<file path="config.mk">
export PLATFORM = sky130hd
export DESIGN_NAME = fixed_slot_set_table
export DESIGN_NICKNAME = d
export VERILOG_FILES = /design/src/rtl/core/fsst_pkg.sv /design/src/rtl/core/fsst_ram.sv /design/src/rtl/core/fixed_slot_set_table.sv
export SDC_FILE = /design/constraint.sdc
export NUM_CORES = 1
export LEC_CHECK = 0
export BUFFER_PORTS_ARGS = -buffer_cell sky130_fd_sc_hd__buf_2
export CAP_MARGIN = 10
export CORE_ASPECT_RATIO = 0.7
export CORE_UTILIZATION = 65
export DETAILED_ROUTE_END_ITERATION = 10
export PLACE_DENSITY = 0.78
export SETUP_SLACK_MARGIN = 0.2
export SYNTH_ARGS = -nofsm -noshare
export SYNTH_HDL_FRONTEND = slang
export SYNTH_HIERARCHICAL = 1
export SYNTH_SLANG_ARGS = --single-unit
</file>
<file path="constraint.sdc">
create_clock -name clk -period 6.7 [get_ports clk]
set_input_delay 0 -clock clk [delete_from_list [all_inputs] [get_ports clk]]
set_output_delay 0 -clock clk [all_outputs]
set_load 0.01 [all_outputs]
</file>
<file path="src/rtl/core/fsst_pkg.sv">
`default_nettype none

package fsst_pkg;

  // default table geometry
  localparam int SLOTS_DEF     = 16;
  localparam int KEY_WIDTH_DEF = 32;

  // request field widths
  localparam int ACTION_W = 2;
  localparam int KEY_IN_W = 32;

  // result field widths
  localparam int SLOT_W   = 5;
  localparam int STATUS_W = 2;
  localparam int COUNT_W  = 5;

  // packed stream widths, rounded up to whole bytes
  localparam int S_DATA_W = ((ACTION_W + KEY_IN_W + 7) / 8) * 8;
  localparam int M_DATA_W = ((SLOT_W + STATUS_W + COUNT_W + 7) / 8) * 8;

  // action codes
  localparam logic [ACTION_W-1:0] ACT_LOOKUP = 2'd0;
  localparam logic [ACTION_W-1:0] ACT_INSERT = 2'd1;
  localparam logic [ACTION_W-1:0] ACT_REMOVE = 2'd2;

  // status codes
  localparam logic [STATUS_W-1:0] ST_DONE    = 2'd0;
  localparam logic [STATUS_W-1:0] ST_MISS    = 2'd1;
  localparam logic [STATUS_W-1:0] ST_PRESENT = 2'd2;
  localparam logic [STATUS_W-1:0] ST_FULL    = 2'd3;

endpackage

`default_nettype wire

</file>
<file path="src/rtl/core/fsst_ram.sv">
`default_nettype none

module fsst_ram #(
  parameter int WIDTH = 32,
  parameter int DEPTH = 16,
  localparam int ADDR_W = (DEPTH > 1) ? $clog2(DEPTH) : 1
) (
  input  wire logic              clk,
  input  wire logic              we,
  input  wire logic [ADDR_W-1:0] waddr,
  input  wire logic [WIDTH-1:0]  wdata,
  input  wire logic [ADDR_W-1:0] raddr,
  output logic      [WIDTH-1:0]  rdata
);

  logic [WIDTH-1:0] mem [DEPTH];

  // one write port, one registered read port
  always_ff @(posedge clk) begin
    if (we) begin
      mem[waddr] <= wdata;
    end
    rdata <= mem[raddr];
  end

endmodule

`default_nettype wire

</file>
<file path="src/rtl/core/fixed_slot_set_table.sv">
// A new request is accepted only while the sequencer is idle, after the last write-back.
// Each request reads every key from the key RAM once through its single read port,
// then writes back. A result left waiting on the output stalls the next write-back,
// not the next acceptance. Reset (rst, synchronous, active high) clears all valid bits,
// the member count, the sequencer and the output valid flag; the key RAM is not cleared.
`default_nettype none

module fixed_slot_set_table
  import fsst_pkg::*;
#(
  parameter int SLOTS     = SLOTS_DEF,
  parameter int KEY_WIDTH = KEY_WIDTH_DEF
) (
  input  wire logic                clk,
  input  wire logic                rst,
  input  wire logic                s_tvalid,
  output logic                     s_tready,
  input  wire logic [S_DATA_W-1:0] s_tdata,   // action[1:0], key[33:2], zero pad
  output logic                     m_tvalid,
  input  wire logic                m_tready,
  output logic      [M_DATA_W-1:0] m_tdata    // slot[4:0], status[6:5], member_count[11:7], zero pad
);

  localparam int IDX_W = (SLOTS > 1) ? $clog2(SLOTS) : 1;
  localparam int CNT_W = $clog2(SLOTS + 1);
  localparam int SW    = CNT_W + SLOT_W;
  localparam int KXW   = KEY_WIDTH + KEY_IN_W;

  localparam logic [1:0] S_IDLE  = 2'd0;
  localparam logic [1:0] S_SCAN  = 2'd1;
  localparam logic [1:0] S_WRITE = 2'd2;

  logic [1:0]           state;
  logic [ACTION_W-1:0]  action;
  logic [KEY_WIDTH-1:0] key;
  logic [CNT_W-1:0]     rd_cnt;
  logic                 cmp_vld;
  logic [IDX_W-1:0]     cmp_idx;
  logic                 hit_found;
  logic [IDX_W-1:0]     hit_idx;
  logic                 free_found;
  logic [IDX_W-1:0]     free_idx;
  logic [SLOTS-1:0]     valid;
  logic [CNT_W-1:0]     count;
  logic [KEY_WIDTH-1:0] rdata;
  logic [KXW-1:0]       key_wide;
  logic                 req_acc;
  logic                 out_free;
  logic                 finish;
  logic                 ram_we;

  // result selection
  logic                 has_slot;
  logic [IDX_W-1:0]     sel_idx;
  logic [STATUS_W-1:0]  res_status;
  logic [CNT_W-1:0]     count_next;
  logic [SLOTS-1:0]     valid_next;
  logic [SW-1:0]        slot_wide;
  logic [SW-1:0]        cnt_wide;

  logic [SLOT_W-1:0]    out_slot;
  logic [STATUS_W-1:0]  out_status;
  logic [COUNT_W-1:0]   out_count;

  assign key_wide = {{KEY_WIDTH{1'b0}}, s_tdata[ACTION_W +: KEY_IN_W]};
  assign s_tready = (state == S_IDLE);
  assign req_acc  = s_tvalid && s_tready;
  assign out_free = !m_tvalid || m_tready;
  assign finish   = (state == S_WRITE) && out_free;

  // key store
  fsst_ram #(
    .WIDTH (KEY_WIDTH),
    .DEPTH (SLOTS)
  ) u_key_ram (
    .clk   (clk),
    .we    (ram_we),
    .waddr (free_idx),
    .wdata (key),
    .raddr (rd_cnt[IDX_W-1:0]),
    .rdata (rdata)
  );

  // write-back decision for the finished scan
  always_comb begin
    has_slot   = 1'b0;
    sel_idx    = hit_idx;
    res_status = ST_DONE;
    count_next = count;
    valid_next = valid;
    ram_we     = 1'b0;
    if (action == ACT_INSERT) begin
      if (hit_found) begin
        has_slot   = 1'b1;
        res_status = ST_PRESENT;
      end else if (free_found) begin
        has_slot             = 1'b1;
        sel_idx              = free_idx;
        ram_we               = finish;
        valid_next[free_idx] = 1'b1;
        count_next           = count + CNT_W'(1);
      end else begin
        res_status = ST_FULL;
      end
    end else if (action == ACT_REMOVE) begin
      if (hit_found) begin
        has_slot            = 1'b1;
        valid_next[hit_idx] = 1'b0;
        count_next          = count - CNT_W'(1);
      end else begin
        res_status = ST_MISS;
      end
    end else begin
      if (hit_found) begin
        has_slot = 1'b1;
      end else begin
        res_status = ST_MISS;
      end
    end
    slot_wide = SW'(sel_idx) + SW'(1);
    cnt_wide  = SW'(count_next);
  end

  // sequencer, scan and write-back
  always_ff @(posedge clk) begin
    if (rst) begin
      state      <= S_IDLE;
      rd_cnt     <= '0;
      cmp_vld    <= 1'b0;
      hit_found  <= 1'b0;
      free_found <= 1'b0;
      valid      <= '0;
      count      <= '0;
    end else begin
      cmp_vld <= (state == S_SCAN) && (rd_cnt != CNT_W'(SLOTS));
      cmp_idx <= rd_cnt[IDX_W-1:0];
      unique case (state)
        S_IDLE: begin
          if (req_acc) begin
            action     <= s_tdata[ACTION_W-1:0];
            key        <= key_wide[KEY_WIDTH-1:0];
            rd_cnt     <= '0;
            hit_found  <= 1'b0;
            free_found <= 1'b0;
            state      <= S_SCAN;
          end
        end
        S_SCAN: begin
          if (rd_cnt != CNT_W'(SLOTS)) begin
            rd_cnt <= rd_cnt + CNT_W'(1);
          end else begin
            state <= S_WRITE;
          end
          // compare the key read in the previous cycle
          if (cmp_vld) begin
            if (valid[cmp_idx] && (rdata == key) && !hit_found) begin
              hit_found <= 1'b1;
              hit_idx   <= cmp_idx;
            end
            if (!valid[cmp_idx] && !free_found) begin
              free_found <= 1'b1;
              free_idx   <= cmp_idx;
            end
          end
        end
        S_WRITE: begin
          if (out_free) begin
            valid <= valid_next;
            count <= count_next;
            state <= S_IDLE;
          end
        end
        default: begin
          state <= S_IDLE;
        end
      endcase
    end
  end

  // output register
  always_ff @(posedge clk) begin
    if (rst) begin
      m_tvalid <= 1'b0;
    end else if (finish) begin
      m_tvalid <= 1'b1;
    end else if (m_tready) begin
      m_tvalid <= 1'b0;
    end
  end

  always_ff @(posedge clk) begin
    if (finish) begin
      out_slot   <= has_slot ? slot_wide[SLOT_W-1:0] : '0;
      out_status <= res_status;
      out_count  <= cnt_wide[COUNT_W-1:0];
    end
  end

  assign m_tdata = {(M_DATA_W - SLOT_W - STATUS_W - COUNT_W)'(0),
                    out_count, out_status, out_slot};

  // checks
  a_count_match: assert property (@(posedge clk) disable iff (rst)
    $countones(valid) == 32'(count))
    else $error("member count differs from valid bits");

  a_count_range: assert property (@(posedge clk) disable iff (rst)
    count <= CNT_W'(SLOTS))
    else $error("member count above table size");

  a_write_free: assert property (@(posedge clk) disable iff (rst)
    ram_we |-> (!valid[free_idx] && !hit_found))
    else $error("key written over a live slot or a present key");

  a_present_keeps: assert property (@(posedge clk) disable iff (rst)
    (finish && (res_status == ST_PRESENT)) |=> $stable(valid))
    else $error("present key changed the table");

  a_scan_len: assert property (@(posedge clk) disable iff (rst)
    (state == S_WRITE) |-> (rd_cnt == CNT_W'(SLOTS)))
    else $error("write-back before the scan finished");

endmodule

`default_nettype wire

</file>
## After elaboration in Yosys (flattened, before gate mapping)

Memories as Yosys holds them, arrays and structs flattened. A register that Yosys moved wholly into a read port is not among the register bits.
Cells that the tools add are included.

- Equality and inequality tests: 15
- Mux-type cells: 48
- $lt $le $gt $ge: 5
- Add/subtract/negate cells: 4
- Reduce and logical (&&, ||, !) cells: 27
- Bitwise operators: 4

Operators by type and width:

| kind | number |
|---|---|
| $mux W16 | 5 |
| $mux W5 | 7 |
| $eq A32 B32 Y1 | 1 |
| $mux W1 | 20 |
| $and A16 B16 Y16 | 1 |
| $not A16 Y16 | 1 |
| $or A16 B16 Y16 | 1 |
| $reduce_and A4 Y1 | 4 |
| $lt A4 B5 Y1 const B | 3 |
| $mux W2 | 6 |
| $mux W4 | 3 |
| $add A5 B1 Y5 const B | 2 |
| $ne A2 B2 Y1 const B | 5 |
| $pmux W5 S2 | 1 |
| $reduce_and A3 Y1 | 3 |
| $demux W1 S4 | 2 |
| $ge A4 B1 Y1 const B | 2 |
| $logic_and A1 B1 Y1 | 8 |
| $ne A2 B1 Y1 const B | 4 |
| $reduce_bool A2 Y1 | 4 |
| $pmux W2 S3 | 1 |
| $reduce_and A6 Y1 | 1 |
| $add A4 B1 Y5 const B | 1 |
| $ne A5 B5 Y1 const B | 1 |
| 10 further kinds | 16 |

- Register bits: 90
- Input bits: 44
- Memories: 1
- Logic and storage cells: 120
- Bits in writable memories: 512

Memories:

| memory | depth | bits a word | rd ports | clocked after memory_dff | wr ports | RTL line | source |
|---|---|---|---|---|---|---|---|
| u_key_ram.mem | 16 | 32 | 1 | 1 | 1 | fsst_ram.sv:16 | `logic [WIDTH-1:0] mem [DEPTH];` |

## Longest topological paths before layout

- Depth in word-level cells: 9
- Gate-level depth with buffers: 7

## Hierarchy

Netlist, hierarchy kept.

By module, submodules not included:

| module | cells an instance | area each (um2) | times used | seq. area each (um2) |
|---|---|---|---|---|
| fsst_ram | 838 | 19,854.0 | 1 | 16,015.4 |
| fixed_slot_set_table | 334 | 4,096.4 | 1 | 2,382.3 |

## Least setup slack after synthesis

Ideal clock, no wire load.

- Path kind: flip-flop to flip-flop
- Start: reg action[1]
- End: mem u_key_ram.mem[0][0] (enable)
- Stages on the path, launching flop included: 6
- Setup slack: 2.385 ns
- Arrival time: 3.854 ns
- Data required time: 6.239 ns
- Clock period less this slack: 4.315 ns
- Path buffers: 1
- Cell sequence: edfxtp_1 -> nand4bb_4 -> buf_2 -> nor2_1 -> or3b_2 -> nor3_1

- Word-level cells in the longest chain between the ends: 4

Ends and longest elaborated chain:

| element | RTL line | source |
|---|---|---|
| start: declaration | fixed_slot_set_table.sv:34 | `logic [ACTION_W-1:0] action;` |
| start signal: assignment | fixed_slot_set_table.sv:140 | `action <= s_tdata[ACTION_W-1:0];` |
| $eq A2 B1 Y1 | fixed_slot_set_table.sv:92 | `if (action == ACT_INSERT) begin` |
| $mux W1 | fixed_slot_set_table.sv:92 |  |
| named net ram_we | fixed_slot_set_table.sv:50 | `logic ram_we;` |
| $mux W1 | fsst_ram.sv:20 | `if (we) begin` |
| $mux W1 (not written as such) | fsst_ram.sv:21 | `mem[waddr] <= wdata;` |
| end: declaration | fsst_ram.sv:16 |  |

The timed path passes the listed nets, and every way through them passes these cells.

## Final worst setup path

- Start: reg action[1]
- End: mem u_key_ram.mem[1][13] (enable)

The elaborated chain is that of the path after synthesis.

==> flow_metrics.py <==
metrics = {
    "yosys": {
        "synth-seq-area-share": 0.7682,
        "ys_types": 59,
        "synth-adder-area-share": 0.002612,
        "synth_async_sr_flop_share": 0,
        "synth_mux_area_frac": 0.1281,
        "synth_flop_cell": "edfxtp_1",
        "synth_top_family_by_area": "multiplexers",
        "yosys.area_share.simple": 0.03641,
        "synth_area_sq_um": 23950,
        "netlist_instances": 1172,
        "synth_xor_area_frac": 0.01572,
        "yosys_warnings": 6,
        "yosys_register_bits": 634,
        "synth_compound_area_frac": 0.03432,
        "synth_edf_count": 570,
        "syn_avg_cell_area_sq_um": 20.44,
    },
    "critical_path": {
        "max_stage_delay_ps": 620,
        "endpoint_kind": "register",
        "worstPathArrival_ps": 3490,
        "start_kind": "register",
        "crit_chain": "nand4bb_4 -> nor2_1 -> or3b_2 -> nor2_4 -> buf_4",
        "cp_slowest_cell": "nor2_4",
        "cp.required_ps": 6940,
        "cp_top_family": "simple AND/OR/NAND/NOR gates",
        "cp_max_fo": 18,
        "critPathKind": "register to register",
        "cp_num_buf_inv": 1,
    },
    "floorplanning": {
        "io_pins": 62,
        "start_util": 0.6641,
        "floorplan.die_area_sq_um": 37630,
        "num_rows": 58,
        "die_h_microns": 162.6,
        "fp.coreArea_sq_um": 36070,
        "die_x_microns": 231.4,
    },
    "detailed_routing": {
        "post-route-drc-count": 0,
        "routed_wl_mm": 50.22,
        "wire_per_inst_microns": 27.70,
        "vias": 11860,
        "routed_via_density": 6.541,
        "dr.pass1.iters": 5,
        "drtAntennaViolNets": 0,
        "drt-initial-drc-count": 1410,
    },
    "job": {
        "maxCapViolations": 0,
    },
    "place": {
        "hpwl_mm": 25.77,
        "dpl_cell_area_sq_um": 24860,
        "io_buffer_count": 51,
        "dp.cells": 1674,
        "place.gp.congestion": 0.8557,
    },
    "layout": {
        "final_common_cell": "edfxtp_1",
        "layout.area.seq_sq_um": 18410,
        "nFillCells": 1951,
        "drive_gt1_frac": 0.2311,
        "final_cells": 1813,
        "diodes": 0,
        "nNetsFinal": 1336,
        "fin_area_sq_um": 26920,
        "area_delta_synth_final_pct": 12.40,
        "layout_common_cells": "edfxtp_1 (570), mux4_2 (128), a22oi_1 (64)",
        "multi_input_area_sq_um": 5359,
    },
    "clock_tree": {
        "clk_path_buf_depth": 3,
        "cts_made_buffers": 54,
        "cts-root-buf": "clkbuf_16",
        "path_clk_slew_ps": 70,
        "post_cts_resized": 0,
        "cts_max_level": 2,
        "tritoncts": "done",
        "clock_latency_ps": 580,
        "clock_sinks": 634,
    },
    "pwr": {
        "ir_worst_vdd_mv": 0.2769,
        "leakagePower_nw": 8.493,
        "powerDensity_nw_per_um2": 282.5,
    },
    "sta": {
        "fin_crit_sh": 0.4858,
        "relSlewSlack": 0.1685,
        "worst_pin_slew_ps": 1244,
        "rsz0062_at_grt": "no",
        "setup_tns_ps": 0,
        "fin_worst_skew_ps": 21.86,
        "hold_viol_final": 0,
        "fin_crit_ps": 3255,
        "fmax_ghz": 0.3072,
        "setup_viol": 0,
        "maxSlewViolCount": 0,
    },
    "outcome": {
        "outcome": "finished, final reports clean",
    },
    "grt": {
        "grt_overflow": 0,
        "antenna_found_initial": 0,
        "grt_pass1_wl_mm": 74.95,
        "grt_max_degree": 73,
        "first_global_vias": 11860,
        "grt_use_total": 0.2778,
    },
    "hold_path": {
        "worstHoldPathType": "primary input to register",
    },
}
synth_stat cells (5+ instances only):
cell | n | share of area
xnor2_1 | 9 | 0.0033
o21ai_0 | 13 | 0.0027
nand2b_1 | 7 | 0.0018
edfxtp_1 | 570 | 0.71
nand4_1 | 7 | 0.0018
clkbuf_1 | 20 | 0.0031
dfxtp_1 | 64 | 0.053
or3_1 | 5 | 0.0013
nor3_1 | 14 | 0.0029
ha_1 | 5 | 0.0026
buf_1 | 10 | 0.0016
mux4_2 | 128 | 0.12
nor2b_1 | 5 | 0.0013
buf_2 | 6 | 0.0013
nand2_1 | 48 | 0.0075
xor2_1 | 34 | 0.012
nor4_1 | 9 | 0.0024
mux2i_1 | 7 | 0.0029
buf_4 | 16 | 0.0050
a22oi_1 | 64 | 0.020
o211ai_1 | 5 | 0.0016
a21oi_1 | 17 | 0.0036
inv_1 | 11 | 0.0017
nor2_1 | 32 | 0.0050
nand3_1 | 11 | 0.0023
per-stage QoR:
| step | worst slack (ps) | hold slack (ps) | utilization | total power, W |
|---|---|---|---|---|
| finish | 3445 | 132.8 | 0.7464 | 0.007604 |
| global route | 3321 | 120.7 | 0.7464 | 0.007814 |
| CTS | 3456 | 106.7 | 0.7464 | 0.007642 |
| detailed placement | 3463 | 178.1 | 0.6891 | 0.004662 |
| global placement | 3538 | 176.3 | 0.6891 | 0.004654 |
| floorplan | 2385 | 98.87 | - | 0.004596 |
final cells by class:
type,count,area share
flip-flops and latches,634,0.6837
multi-input cells,474,0.1991
clock buffers,91,0.05996
repair buffers,111,0.03012
well taps,480,0.02231
clock inverters,11,0.002975
inverters,12,0.001859
cell families (layout without fill, tap and decap cells):
logic type      count (synthesis)  after routing
fa+ha+maj                       5              5
simple gates                  163            163
buf+inv                        67            225
compound gates                119            119
other cells                     1              4
flops                         634            634
xor+xnor                       43             43
mux                           140            140
routing by layer:
| metal | vias up | GRT usage | wire length [microns] |
|---|---|---|---|
| met5 | - | 0 | 0 |
| met4 | 0 | 0.07164 | 1090 |
| met3 | 85 | 0.05707 | 4594 |
| met2 | 586 | 0.4211 | 23520 |
| met1 | 6158 | 0.4219 | 21020 |
| li1 | 5030 | - | - |
path summary, 6_finish.rpt:
check / start / slack (ps) / cells past startpoint / endpoint
worst max-delay path: action[1]$_DFFE_PP_ / 3450 / 5 / u_key_ram/mem[1][13]$_DFFE_PP_
worst min-delay path: s_tdata[14] / 130 / 2 / key[12]$_DFFE_PP_
worst max register to register: action[1]$_DFFE_PP_ / 3450 / 5 / u_key_ram/mem[1][13]$_DFFE_PP_
worst min register to register: valid[4]$_SDFFE_PP0P_ / 470 / 2 / valid[4]$_SDFFE_PP0P_
registers in the layout, indices dropped and copies added, names as in the netlist:
name	cells
cmp_vld	1
out_slot	5
count	5
hit_idx	4
u_key_ram/rdata	32
out_count	5
out_status	2
state	2
valid	16
action	2
key	32
free_idx	4
rd_cnt	5
m_tvalid	1
u_key_ram/mem	512
free_found	1
hit_found	1
cmp_idx	4
power by group:
group	leakage [nW]	switching, W	internal (W)
Clock	0.825	0.00133	0.00168
Combinational	2.00	0.000104	0.000113
Sequential	5.66	0.0000549	0.00432
Total	8.49	0.00149	0.00611
timing repair:
action	in CTS	in global routing
endpoints found under the hold margin	56	0
setup buffers	0	0
hold buffers	37	0
Power figures use the tool's default switching activity.
